## src/hw/rtl/rational_arithmetic_unit_macros.svh

```systemverilog
// assertion macros shared by the rational arithmetic unit modules
`ifndef RATIONAL_ARITHMETIC_UNIT_MACROS_SVH
`define RATIONAL_ARITHMETIC_UNIT_MACROS_SVH

`ifndef SYNTHESIS
`define RAU_ASSERT_ALWAYS(label, clk, rst, expr) \
  label: assert property (@(posedge clk) disable iff (rst) (expr)) \
    else $error("rau: invariant violated");
`define RAU_ASSERT_IMPL(label, clk, rst, ante, cons) \
  label: assert property (@(posedge clk) disable iff (rst) (ante) |-> (cons)) \
    else $error("rau: implication violated");
`else
`define RAU_ASSERT_ALWAYS(label, clk, rst, expr)
`define RAU_ASSERT_IMPL(label, clk, rst, ante, cons)
`endif

`endif

```

## src/hw/rtl/rau_pkg.sv

```systemverilog
// types and constants of the rational arithmetic unit
`default_nettype none

package rau_pkg;

  localparam int REQ_W     = 4;
  localparam int FIELD_W   = 32;
  localparam int RES_NUM_W = 64;
  localparam int RES_DEN_W = 63;
  localparam int STATUS_W  = 2;

  typedef logic [REQ_W-1:0] req_op_t;

  localparam req_op_t OP_ADD  = 4'd0;
  localparam req_op_t OP_SUB  = 4'd1;
  localparam req_op_t OP_MUL  = 4'd2;
  localparam req_op_t OP_DIV  = 4'd3;
  localparam req_op_t OP_NEG  = 4'd4;
  localparam req_op_t OP_INC  = 4'd5;
  localparam req_op_t OP_DEC  = 4'd6;
  localparam req_op_t OP_LT   = 4'd7;
  localparam req_op_t OP_GT   = 4'd8;
  localparam req_op_t OP_LE   = 4'd9;
  localparam req_op_t OP_GE   = 4'd10;
  localparam req_op_t OP_EQ   = 4'd11;
  localparam req_op_t OP_NE   = 4'd12;
  localparam req_op_t OP_NORM = 4'd13;

  typedef logic [STATUS_W-1:0] status_t;

  localparam status_t ST_OK       = 2'd0;
  localparam status_t ST_ZERO_DEN = 2'd1;
  localparam status_t ST_OVERFLOW = 2'd2;

  typedef logic [2:0] reg_idx_t;

  localparam reg_idx_t R_AN = 3'd0;
  localparam reg_idx_t R_AD = 3'd1;
  localparam reg_idx_t R_BN = 3'd2;
  localparam reg_idx_t R_BD = 3'd3;
  localparam reg_idx_t R_X  = 3'd4;
  localparam reg_idx_t R_Y  = 3'd5;
  localparam reg_idx_t R_RN = 3'd6;
  localparam reg_idx_t R_RD = 3'd7;

  typedef logic [3:0] cmd_op_t;

  localparam cmd_op_t CMD_NOP     = 4'd0;
  localparam cmd_op_t CMD_LOAD    = 4'd1;
  localparam cmd_op_t CMD_GCD     = 4'd2;
  localparam cmd_op_t CMD_DIV     = 4'd3;
  localparam cmd_op_t CMD_MUL     = 4'd4;
  localparam cmd_op_t CMD_ADD     = 4'd5;
  localparam cmd_op_t CMD_MOVA    = 4'd6;
  localparam cmd_op_t CMD_RNEG_NA = 4'd7;
  localparam cmd_op_t CMD_RNEG_X  = 4'd8;
  localparam cmd_op_t CMD_NEGB    = 4'd9;
  localparam cmd_op_t CMD_ONEB_P  = 4'd10;
  localparam cmd_op_t CMD_ONEB_N  = 4'd11;
  localparam cmd_op_t CMD_SWAPB   = 4'd12;
  localparam cmd_op_t CMD_OUT_ERR = 4'd13;
  localparam cmd_op_t CMD_OUT_CMP = 4'd14;
  localparam cmd_op_t CMD_OUT_ARI = 4'd15;

  typedef struct packed {
    cmd_op_t  op;
    reg_idx_t sa;
    reg_idx_t sb;
    reg_idx_t dst;
  } cmd_t;

  typedef struct packed {
    logic    busy;
    logic    zda;
    logic    zdb;
    logic    zbn;
    logic    out_free;
    req_op_t op;
  } stat_t;

endpackage

`default_nettype wire

```

## src/hw/rtl/rau_ctrl.sv

```systemverilog
// controller: sequences load, reductions, products and result write per request
`default_nettype none
`include "rational_arithmetic_unit_macros.svh"

module rau_ctrl import rau_pkg::*; (
  input  logic  clk,
  input  logic  rst,
  input  logic  in_valid,
  output logic  in_ready,
  output cmd_t  cmd,
  input  stat_t stat
);

  localparam logic [1:0] S_IDLE = 2'd0;
  localparam logic [1:0] S_RUN  = 2'd1;
  localparam logic [1:0] S_WAIT = 2'd2;

  localparam logic [5:0] P_CHK  = 6'd1;
  localparam logic [5:0] P_RA0  = 6'd2;
  localparam logic [5:0] P_RA1  = 6'd3;
  localparam logic [5:0] P_RA2  = 6'd4;
  localparam logic [5:0] P_RB0  = 6'd5;
  localparam logic [5:0] P_RB1  = 6'd6;
  localparam logic [5:0] P_RB2  = 6'd7;
  localparam logic [5:0] P_C0   = 6'd8;
  localparam logic [5:0] P_C1   = 6'd9;
  localparam logic [5:0] P_SUB  = 6'd10;
  localparam logic [5:0] P_ONE  = 6'd11;
  localparam logic [5:0] P_AD0  = 6'd12;
  localparam logic [5:0] P_AD1  = 6'd13;
  localparam logic [5:0] P_AD2  = 6'd14;
  localparam logic [5:0] P_AD3  = 6'd15;
  localparam logic [5:0] P_AD4  = 6'd16;
  localparam logic [5:0] P_AD5  = 6'd17;
  localparam logic [5:0] P_AD6  = 6'd18;
  localparam logic [5:0] P_DZ   = 6'd19;
  localparam logic [5:0] P_SW   = 6'd20;
  localparam logic [5:0] P_M0   = 6'd21;
  localparam logic [5:0] P_M1   = 6'd22;
  localparam logic [5:0] P_M2   = 6'd23;
  localparam logic [5:0] P_M3   = 6'd24;
  localparam logic [5:0] P_M4   = 6'd25;
  localparam logic [5:0] P_M5   = 6'd26;
  localparam logic [5:0] P_M6   = 6'd27;
  localparam logic [5:0] P_M7   = 6'd28;
  localparam logic [5:0] P_M8   = 6'd29;
  localparam logic [5:0] P_NEG  = 6'd30;
  localparam logic [5:0] P_NG1  = 6'd31;
  localparam logic [5:0] P_F0   = 6'd32;
  localparam logic [5:0] P_F1   = 6'd33;
  localparam logic [5:0] P_F2   = 6'd34;
  localparam logic [5:0] P_OERR = 6'd35;
  localparam logic [5:0] P_OCMP = 6'd36;
  localparam logic [5:0] P_OARI = 6'd37;

  function automatic cmd_t mk(input cmd_op_t o, input reg_idx_t a, input reg_idx_t b,
                              input reg_idx_t d);
    cmd_t c;
    c.op  = o;
    c.sa  = a;
    c.sb  = b;
    c.dst = d;
    return c;
  endfunction

  logic [1:0] state;
  logic [5:0] pc;
  logic [5:0] pc_next;
  cmd_t       prog;
  logic       accept, binary, is_cmp, is_out;

  assign in_ready = (state == S_IDLE);
  assign accept   = in_valid && in_ready;
  assign binary   = (stat.op <= OP_DIV) || ((stat.op >= OP_LT) && (stat.op <= OP_NE));
  assign is_cmp   = (stat.op >= OP_LT) && (stat.op <= OP_NE);
  assign is_out   = (pc == P_OERR) || (pc == P_OCMP) || (pc == P_OARI);

  always_comb begin
    prog    = mk(CMD_NOP, R_AN, R_AN, R_AN);
    pc_next = P_OERR;
    unique case (pc)
      P_CHK: begin
        pc_next = (stat.op > OP_NORM || stat.zda || (binary && stat.zdb)) ? P_OERR : P_RA0;
      end
      P_RA0: begin prog = mk(CMD_GCD, R_AN, R_AD, R_AN); pc_next = P_RA1; end
      P_RA1: begin prog = mk(CMD_DIV, R_AN, R_AN, R_AN); pc_next = P_RA2; end
      P_RA2: begin
        prog = mk(CMD_DIV, R_AD, R_AD, R_AD);
        if (binary) begin
          pc_next = P_RB0;
        end else if (stat.op == OP_NEG || stat.op == OP_NORM) begin
          pc_next = P_NEG;
        end else begin
          pc_next = P_ONE;
        end
      end
      P_RB0: begin prog = mk(CMD_GCD, R_BN, R_BD, R_BN); pc_next = P_RB1; end
      P_RB1: begin prog = mk(CMD_DIV, R_BN, R_BN, R_BN); pc_next = P_RB2; end
      P_RB2: begin
        prog = mk(CMD_DIV, R_BD, R_BD, R_BD);
        if (is_cmp) begin
          pc_next = P_C0;
        end else if (stat.op == OP_ADD) begin
          pc_next = P_AD0;
        end else if (stat.op == OP_SUB) begin
          pc_next = P_SUB;
        end else if (stat.op == OP_MUL) begin
          pc_next = P_M0;
        end else begin
          pc_next = P_DZ;
        end
      end
      P_C0:  begin prog = mk(CMD_MUL, R_AN, R_BD, R_X); pc_next = P_C1; end
      P_C1:  begin prog = mk(CMD_MUL, R_BN, R_AD, R_Y); pc_next = P_OCMP; end
      P_SUB: begin prog = mk(CMD_NEGB, R_AN, R_AN, R_AN); pc_next = P_AD0; end
      P_ONE: begin
        prog = mk((stat.op == OP_DEC) ? CMD_ONEB_N : CMD_ONEB_P, R_AN, R_AN, R_AN);
        pc_next = P_AD0;
      end
      P_AD0: begin prog = mk(CMD_GCD, R_AD, R_BD, R_AN); pc_next = P_AD1; end
      P_AD1: begin prog = mk(CMD_DIV, R_BD, R_BD, R_X); pc_next = P_AD2; end
      P_AD2: begin prog = mk(CMD_DIV, R_AD, R_AD, R_Y); pc_next = P_AD3; end
      P_AD3: begin prog = mk(CMD_MUL, R_AD, R_X, R_RD); pc_next = P_AD4; end
      P_AD4: begin prog = mk(CMD_MUL, R_AN, R_X, R_X); pc_next = P_AD5; end
      P_AD5: begin prog = mk(CMD_MUL, R_BN, R_Y, R_Y); pc_next = P_AD6; end
      P_AD6: begin prog = mk(CMD_ADD, R_X, R_Y, R_RN); pc_next = P_F0; end
      P_DZ:  begin pc_next = stat.zbn ? P_OERR : P_SW; end
      P_SW:  begin prog = mk(CMD_SWAPB, R_AN, R_AN, R_AN); pc_next = P_M0; end
      P_M0:  begin prog = mk(CMD_GCD, R_AN, R_BD, R_AN); pc_next = P_M1; end
      P_M1:  begin prog = mk(CMD_DIV, R_AN, R_AN, R_AN); pc_next = P_M2; end
      P_M2:  begin prog = mk(CMD_DIV, R_BD, R_BD, R_BD); pc_next = P_M3; end
      P_M3:  begin prog = mk(CMD_GCD, R_BN, R_AD, R_AN); pc_next = P_M4; end
      P_M4:  begin prog = mk(CMD_DIV, R_BN, R_BN, R_BN); pc_next = P_M5; end
      P_M5:  begin prog = mk(CMD_DIV, R_AD, R_AD, R_AD); pc_next = P_M6; end
      P_M6:  begin prog = mk(CMD_MUL, R_AN, R_BN, R_RN); pc_next = P_M7; end
      P_M7:  begin prog = mk(CMD_MUL, R_AD, R_BD, R_RD); pc_next = P_M8; end
      P_M8:  begin prog = mk(CMD_RNEG_X, R_AN, R_AN, R_AN); pc_next = P_F0; end
      P_NEG: begin
        prog = mk(CMD_MOVA, R_AN, R_AN, R_AN);
        pc_next = (stat.op == OP_NEG) ? P_NG1 : P_OARI;
      end
      P_NG1: begin prog = mk(CMD_RNEG_NA, R_AN, R_AN, R_AN); pc_next = P_OARI; end
      P_F0:  begin prog = mk(CMD_GCD, R_RN, R_RD, R_AN); pc_next = P_F1; end
      P_F1:  begin prog = mk(CMD_DIV, R_RN, R_RN, R_RN); pc_next = P_F2; end
      P_F2:  begin prog = mk(CMD_DIV, R_RD, R_RD, R_RD); pc_next = P_OARI; end
      P_OERR: begin prog = mk(CMD_OUT_ERR, R_AN, R_AN, R_AN); pc_next = P_OERR; end
      P_OCMP: begin prog = mk(CMD_OUT_CMP, R_AN, R_AN, R_AN); pc_next = P_OCMP; end
      P_OARI: begin prog = mk(CMD_OUT_ARI, R_AN, R_AN, R_AN); pc_next = P_OARI; end
      default: begin pc_next = P_OERR; end
    endcase
  end

  always_comb begin
    cmd = mk(CMD_NOP, R_AN, R_AN, R_AN);
    unique case (state)
      S_IDLE: begin
        if (accept) begin
          cmd = mk(CMD_LOAD, R_AN, R_AN, R_AN);
        end
      end
      S_RUN: begin
        if (!is_out || stat.out_free) begin
          cmd = prog;
        end
      end
      default: ;
    endcase
  end

  always_ff @(posedge clk) begin
    if (rst) begin
      state <= S_IDLE;
      pc    <= P_CHK;
    end else begin
      unique case (state)
        S_IDLE: begin
          if (accept) begin
            state <= S_RUN;
            pc    <= P_CHK;
          end
        end
        S_RUN: begin
          if (is_out) begin
            if (stat.out_free) begin
              state <= S_IDLE;
            end
          end else begin
            pc <= pc_next;
            if (prog.op == CMD_GCD || prog.op == CMD_DIV) begin
              state <= S_WAIT;
            end
          end
        end
        S_WAIT: begin
          if (!stat.busy) begin
            state <= S_RUN;
          end
        end
        default: state <= S_IDLE;
      endcase
    end
  end

  `RAU_ASSERT_IMPL(a_idle_units_quiet, clk, rst, state == S_IDLE, !stat.busy)
  `RAU_ASSERT_IMPL(a_accept_loads, clk, rst, accept, cmd.op == CMD_LOAD)
  `RAU_ASSERT_ALWAYS(a_state_legal, clk, rst, state == S_IDLE || state == S_RUN || state == S_WAIT)

endmodule

`default_nettype wire

```

## config.mk

```make
export PLATFORM = sky130hd
export DESIGN_NAME = rau_ctrl
export DESIGN_NICKNAME = d
export VERILOG_FILES = /design/src/hw/rtl/rau_pkg.sv /design/src/hw/rtl/rau_ctrl.sv
export VERILOG_INCLUDE_DIRS = /design/src /design/src/hw/rtl
export SDC_FILE = /design/constraint.sdc
export NUM_CORES = 1
export LEC_CHECK = 0
export BUFFER_PORTS_ARGS = -buffer_cell sky130_fd_sc_hd__clkbuf_2
export CORE_MARGIN = 2
export CORE_UTILIZATION = 40
export DETAILED_ROUTE_END_ITERATION = 8
export REMOVE_ABC_BUFFERS = 1
export SKIP_CTS_REPAIR_TIMING = 1
export SLEW_MARGIN = 5
export SYNTH_ARGS = -nofsm -noshare
export SYNTH_HDL_FRONTEND = slang
export SYNTH_SLANG_ARGS = --single-unit
```

## constraint.sdc

```tcl
create_clock -name clk -period 3.4 [get_ports clk]
set_input_delay 0.51 -clock clk [delete_from_list [all_inputs] [get_ports clk]]
set_output_delay 0.51 -clock clk [all_outputs]
set_load 0.01 [all_outputs]
```

**Yosys cells after proc, flatten, opt, wreduce, memory -nomap -nowiden**

Cells that the tools add are included.

- Input bits: 12
- Bits in registers: 8
- Logic and storage cells: 106
- Latch bits: 0
- ROM bits: 0
- Bits in writable memories: 0
- Output and inout port bits: 14
- Memories kept: 0

- Divide/modulo/power cells: 0
- Multipliers: 0
- Magnitude comparators: 4
- Eq/ne operators: 51
- Shift operators: 0
- Bitwise logic cells: 0
- Reductions and logical operators: 25
- Multiplexer cells: 24
- Add/subtract/negate cells: 0

Operator list:

| kind | number |
|---|---|
| $pmux 13 s31 | 1 |
| $pmux 6 s31 | 1 |
| $eq 6x5->1 const B | 16 |
| $eq 6x4->1 const B | 8 |
| $eq 6x6->1 const B | 6 |
| $mux 6 | 5 |
| $pmux 13 s2 | 1 |
| $mux 5 | 5 |
| $eq 6x3->1 const B | 4 |
| $reduce_or 2->1 | 7 |
| $mux 13 | 1 |
| $eq 4x2->1 const B | 3 |
| $eq 6x2->1 const B | 2 |
| $pmux 6 s2 | 1 |
| $mux 10 | 1 |
| $mux 2 | 5 |
| $eq 4x3->1 const B | 2 |
| $logic_or 1x1->1 | 8 |
| $eq 6x1->1 const B | 1 |
| $ne 3x3->1 const B | 2 |
| $pmux 2 s3 | 1 |
| $eq 4x1->1 const B | 1 |
| $eq 4x4->1 const B | 1 |
| $ge 4x3->1 const B | 1 |
| 17 further kinds | 20 |

**Longest topological paths before layout**

- Depth after elaboration: 9
- Gate-level depth with buffers: 10
- Mapped depth without buffers: 6

**Least setup slack after synthesis**

No wires, ideal clock.

- Kind: input -> output
- Start: input port stat[2] (netlist name)
- End: output port cmd[9] (netlist name)
- Arrival time: 1.586 ns
- Stages: 7
- Buffers on the path: 1
- Required time: 2.890 ns
- Path slack: 1.304 ns
- Cells stage by stage: clkbuf_1 > nand2_1 > nor2_1 > nor4b_1 > o31a_1 > o31ai_1 > a21oi_1

RTL lines:

| item | RTL line | text |
|---|---|---|
| start, declared | rau_ctrl.sv:11 | `input stat_t stat` |
| end, declared | rau_ctrl.sv:10 | `output cmd_t cmd,` |

==> results.py <==
metrics = {
    "status": {
        "status": "completed",
    },
    "synth": {
        "avgSynthCellArea_um2": 6.24,
        "netlist_top_cells_count": "nand2_1 (35), a21oi_1 (29), nor2_1 (28)",
        "ys_types": 66,
        "synth_area_leaders": "dfxtp_1 (7.6%), a21oi_1 (6.8%), o21ai_0 (6.4%)",
        "ys_seq_area_frac": 0.0755,
        "synth_ff_type": "dfxtp_1",
        "synthArstFlopShare": 0,
        "ys_warn_count": 0,
        "synth_edf_count": 0,
        "synthesis.area_mm2": 0.00212,
        "synth_largest_type_area_fraction": 0.0755,
        "synth_cells": 340,
        "yosysMostFrequentCell": "nand2_1",
        "yosys.area.top_type": "dfxtp_1",
        "ys_ff_latch": 8,
    },
    "global_route": {
        "grt_pass1_wl_um": 12000,
        "grt_max_degree": 54,
        "grtUsageTotal": 0.245,
        "grt_pass1_vias": 2375,
        "grt_overflow": 0,
        "antenna_found_initial": 0,
    },
    "floorplan": {
        "core.rowCount": 26,
        "initial_utilization": 0.415,
        "die_w_um": 76.8,
        "die_h_um": 76.8,
        "core_area_mm2": 0.00511,
        "boundaryPins": 26,
        "die_area_mm2": 0.00590,
    },
    "timing": {
        "finClkSkew_ns": 0.00842,
        "fin_tns_setup_ns": 0,
        "layout_worst_path_cycle_share": 0.878,
        "finalHoldViolations": 0,
        "fmax_ghz": 0.335,
        "drv_slew": 0,
        "slew_headroom": 0.504,
        "period_minus_slack_ns": 2.98,
        "setup_viol": 0,
        "tightest_slew_ns": 0.726,
        "rsz0062_at_grt": "no",
    },
    "setup_path": {
        "crit_fanout": 27,
        "end_kind": "output pin",
        "startpoint_type": "flop",
        "r2r_slack_ns": 0.86,
        "crit_type": "reg -> out",
        "worstPathArrival_ns": 2.47,
        "cp.required_ns": 2.89,
        "regToRegStartpoint": "pc[1]",
        "rr_endpoint": "pc[0]",
        "r2r_cells": 8,
    },
    "hold_path": {
        "min_to": "state[1]",
        "worst_hold_path_type": "in -> reg",
        "whs_path_depth": 2,
        "hold_start": "rst",
    },
    "finish": {
        "areaGrowthSynthToFinish_pct": 6.90,
        "nets": 360,
        "drive_gt1_frac": 0.147,
        "antenna_cells": 0,
        "final_util": 0.444,
        "fill_cells": 559,
    },
    "clock_network": {
        "cts_root_buf": "clkbuf_8",
        "path_clk_slew_ns": 0.05,
        "clockBufferDepth": 2,
        "clkSinkCount": 8,
        "cts_made_buffers": 3,
        "h-tree-depth": 1,
        "tritoncts": "built",
        "clock_latency_ns": 0.24,
    },
    "detailed_routing": {
        "drc": 0,
        "viasPerCell": 6.39,
        "wirelength_um": 7380,
        "detail_route.first_pass.iterations": 5,
        "drt_iter0_drc": 314,
        "avgRoutedWirePerCell_um": 17.7,
        "num_vias": 2657,
        "antenna_left": 0,
    },
    "placement": {
        "io_buffers": 25,
        "gp_congestion": 0.961,
        "place_hpwl_um": 5240,
    },
    "power_and_ir_drop": {
        "total_power_mw": 0.625,
        "peakVddDrop_v": 0.000133,
        "leakage_nw": 0.850,
        "pwr_density_cell_mw_per_mm2": 276,
    },
    "job": {
        "maxCapViolations": 0,
    },
}
stage by stage:
step | setup WS, ns | hold WS [ns] | std cells | cell area [um2]
2_1_floorplan | 0.449 | 0.554 | 304 | 1910
3_3_place_gp | 0.705 | 0.624 | 413 | 2230
3_5_place_dp | 0.713 | 0.627 | 413 | 2230
4_1_cts | 0.458 | 0.510 | 416 | 2270
5_1_grt | 0.281 | 0.530 | 416 | 2270
6_report | 0.416 | 0.516 | 416 | 2270
logic make-up after synthesis:
kind of cell,count (synthesis),synth area share
buf+inv,41,0.109
compound gates,129,0.395
mux,1,0.00472
simple gates,157,0.399
flops,8,0.0755
xor+xnor,4,0.0165
area by class of cell:
class	count	area, um2	share of cell area
multi-input combinational	291	1730	0.763
timing repair buffer	39	230	0.102
sequential	8	160	0.0706
tap	70	87.6	0.0386
clock buffer	3	41.3	0.0182
inverter	5	18.8	0.00828
layer usage:
layer / GRT usage / routed length [um]
met4: 0.0745 / 197
met1: 0.348 / 3320
met3: 0.0247 / 620
met5: 0 / 0
met2: 0.388 / 3240
power by group:
part	switching (mW)	internal, mW
Sequential	0.0195	0.104
Clock	0.0423	0.0771
Combinational	0.243	0.139
Total	0.305	0.320
cell usage in the layout (no fill, tap or decap), types with 3 or more instances in the layout:
cell type / instances
nor3_1: 11
nor2_1: 28
a21oi_1: 29
nand3b_1: 6
nand3_1: 7
clkbuf_8: 3
a211oi_1: 4
a21o_1: 4
o22ai_1: 7
dfxtp_1: 8
nor3b_1: 3
and2b_1: 4
a22oi_1: 8
o21a_1: 5
inv_1: 4
o211ai_1: 3
o31ai_1: 8
nor4_1: 7
nand2_1: 35
nand2b_1: 13
a21boi_0: 3
nand4_1: 3
and2_1: 7
nor2b_1: 15
a32oi_1: 3
a31oi_1: 7
o21ai_0: 27
buf_4: 14
clkbuf_2: 25
registers in the layout, indices dropped and copies added (netlist names):
signal,cells
state,2
pc,6
how the worst max path moves through the flow:
stage | start | to | slack [ns] | cells past startpoint
detailed placement | pc[0] | cmd[2] | 0.71 | 8
CTS | pc[0] | cmd[2] | 0.46 | 8
global placement | pc[0] | cmd[11] | 0.70 | 8
finish | pc[1] | cmd[9] | 0.42 | 8
floorplan | pc[2] | cmd[9] | 0.45 | 6
global route | pc[0] | cmd[11] | 0.28 | 8
worst max-delay path, cell delays in order, from the launching register on:
cell      delay [ns]
dfxtp_1         0.43
buf_4           0.27
buf_4           0.32
or2_2           0.22
nor2_1          0.06
o31a_1          0.30
o31ai_1         0.36
a21oi_1         0.12
clkbuf_2        0.14
Note: power is estimated with default switching activity, not from simulation.
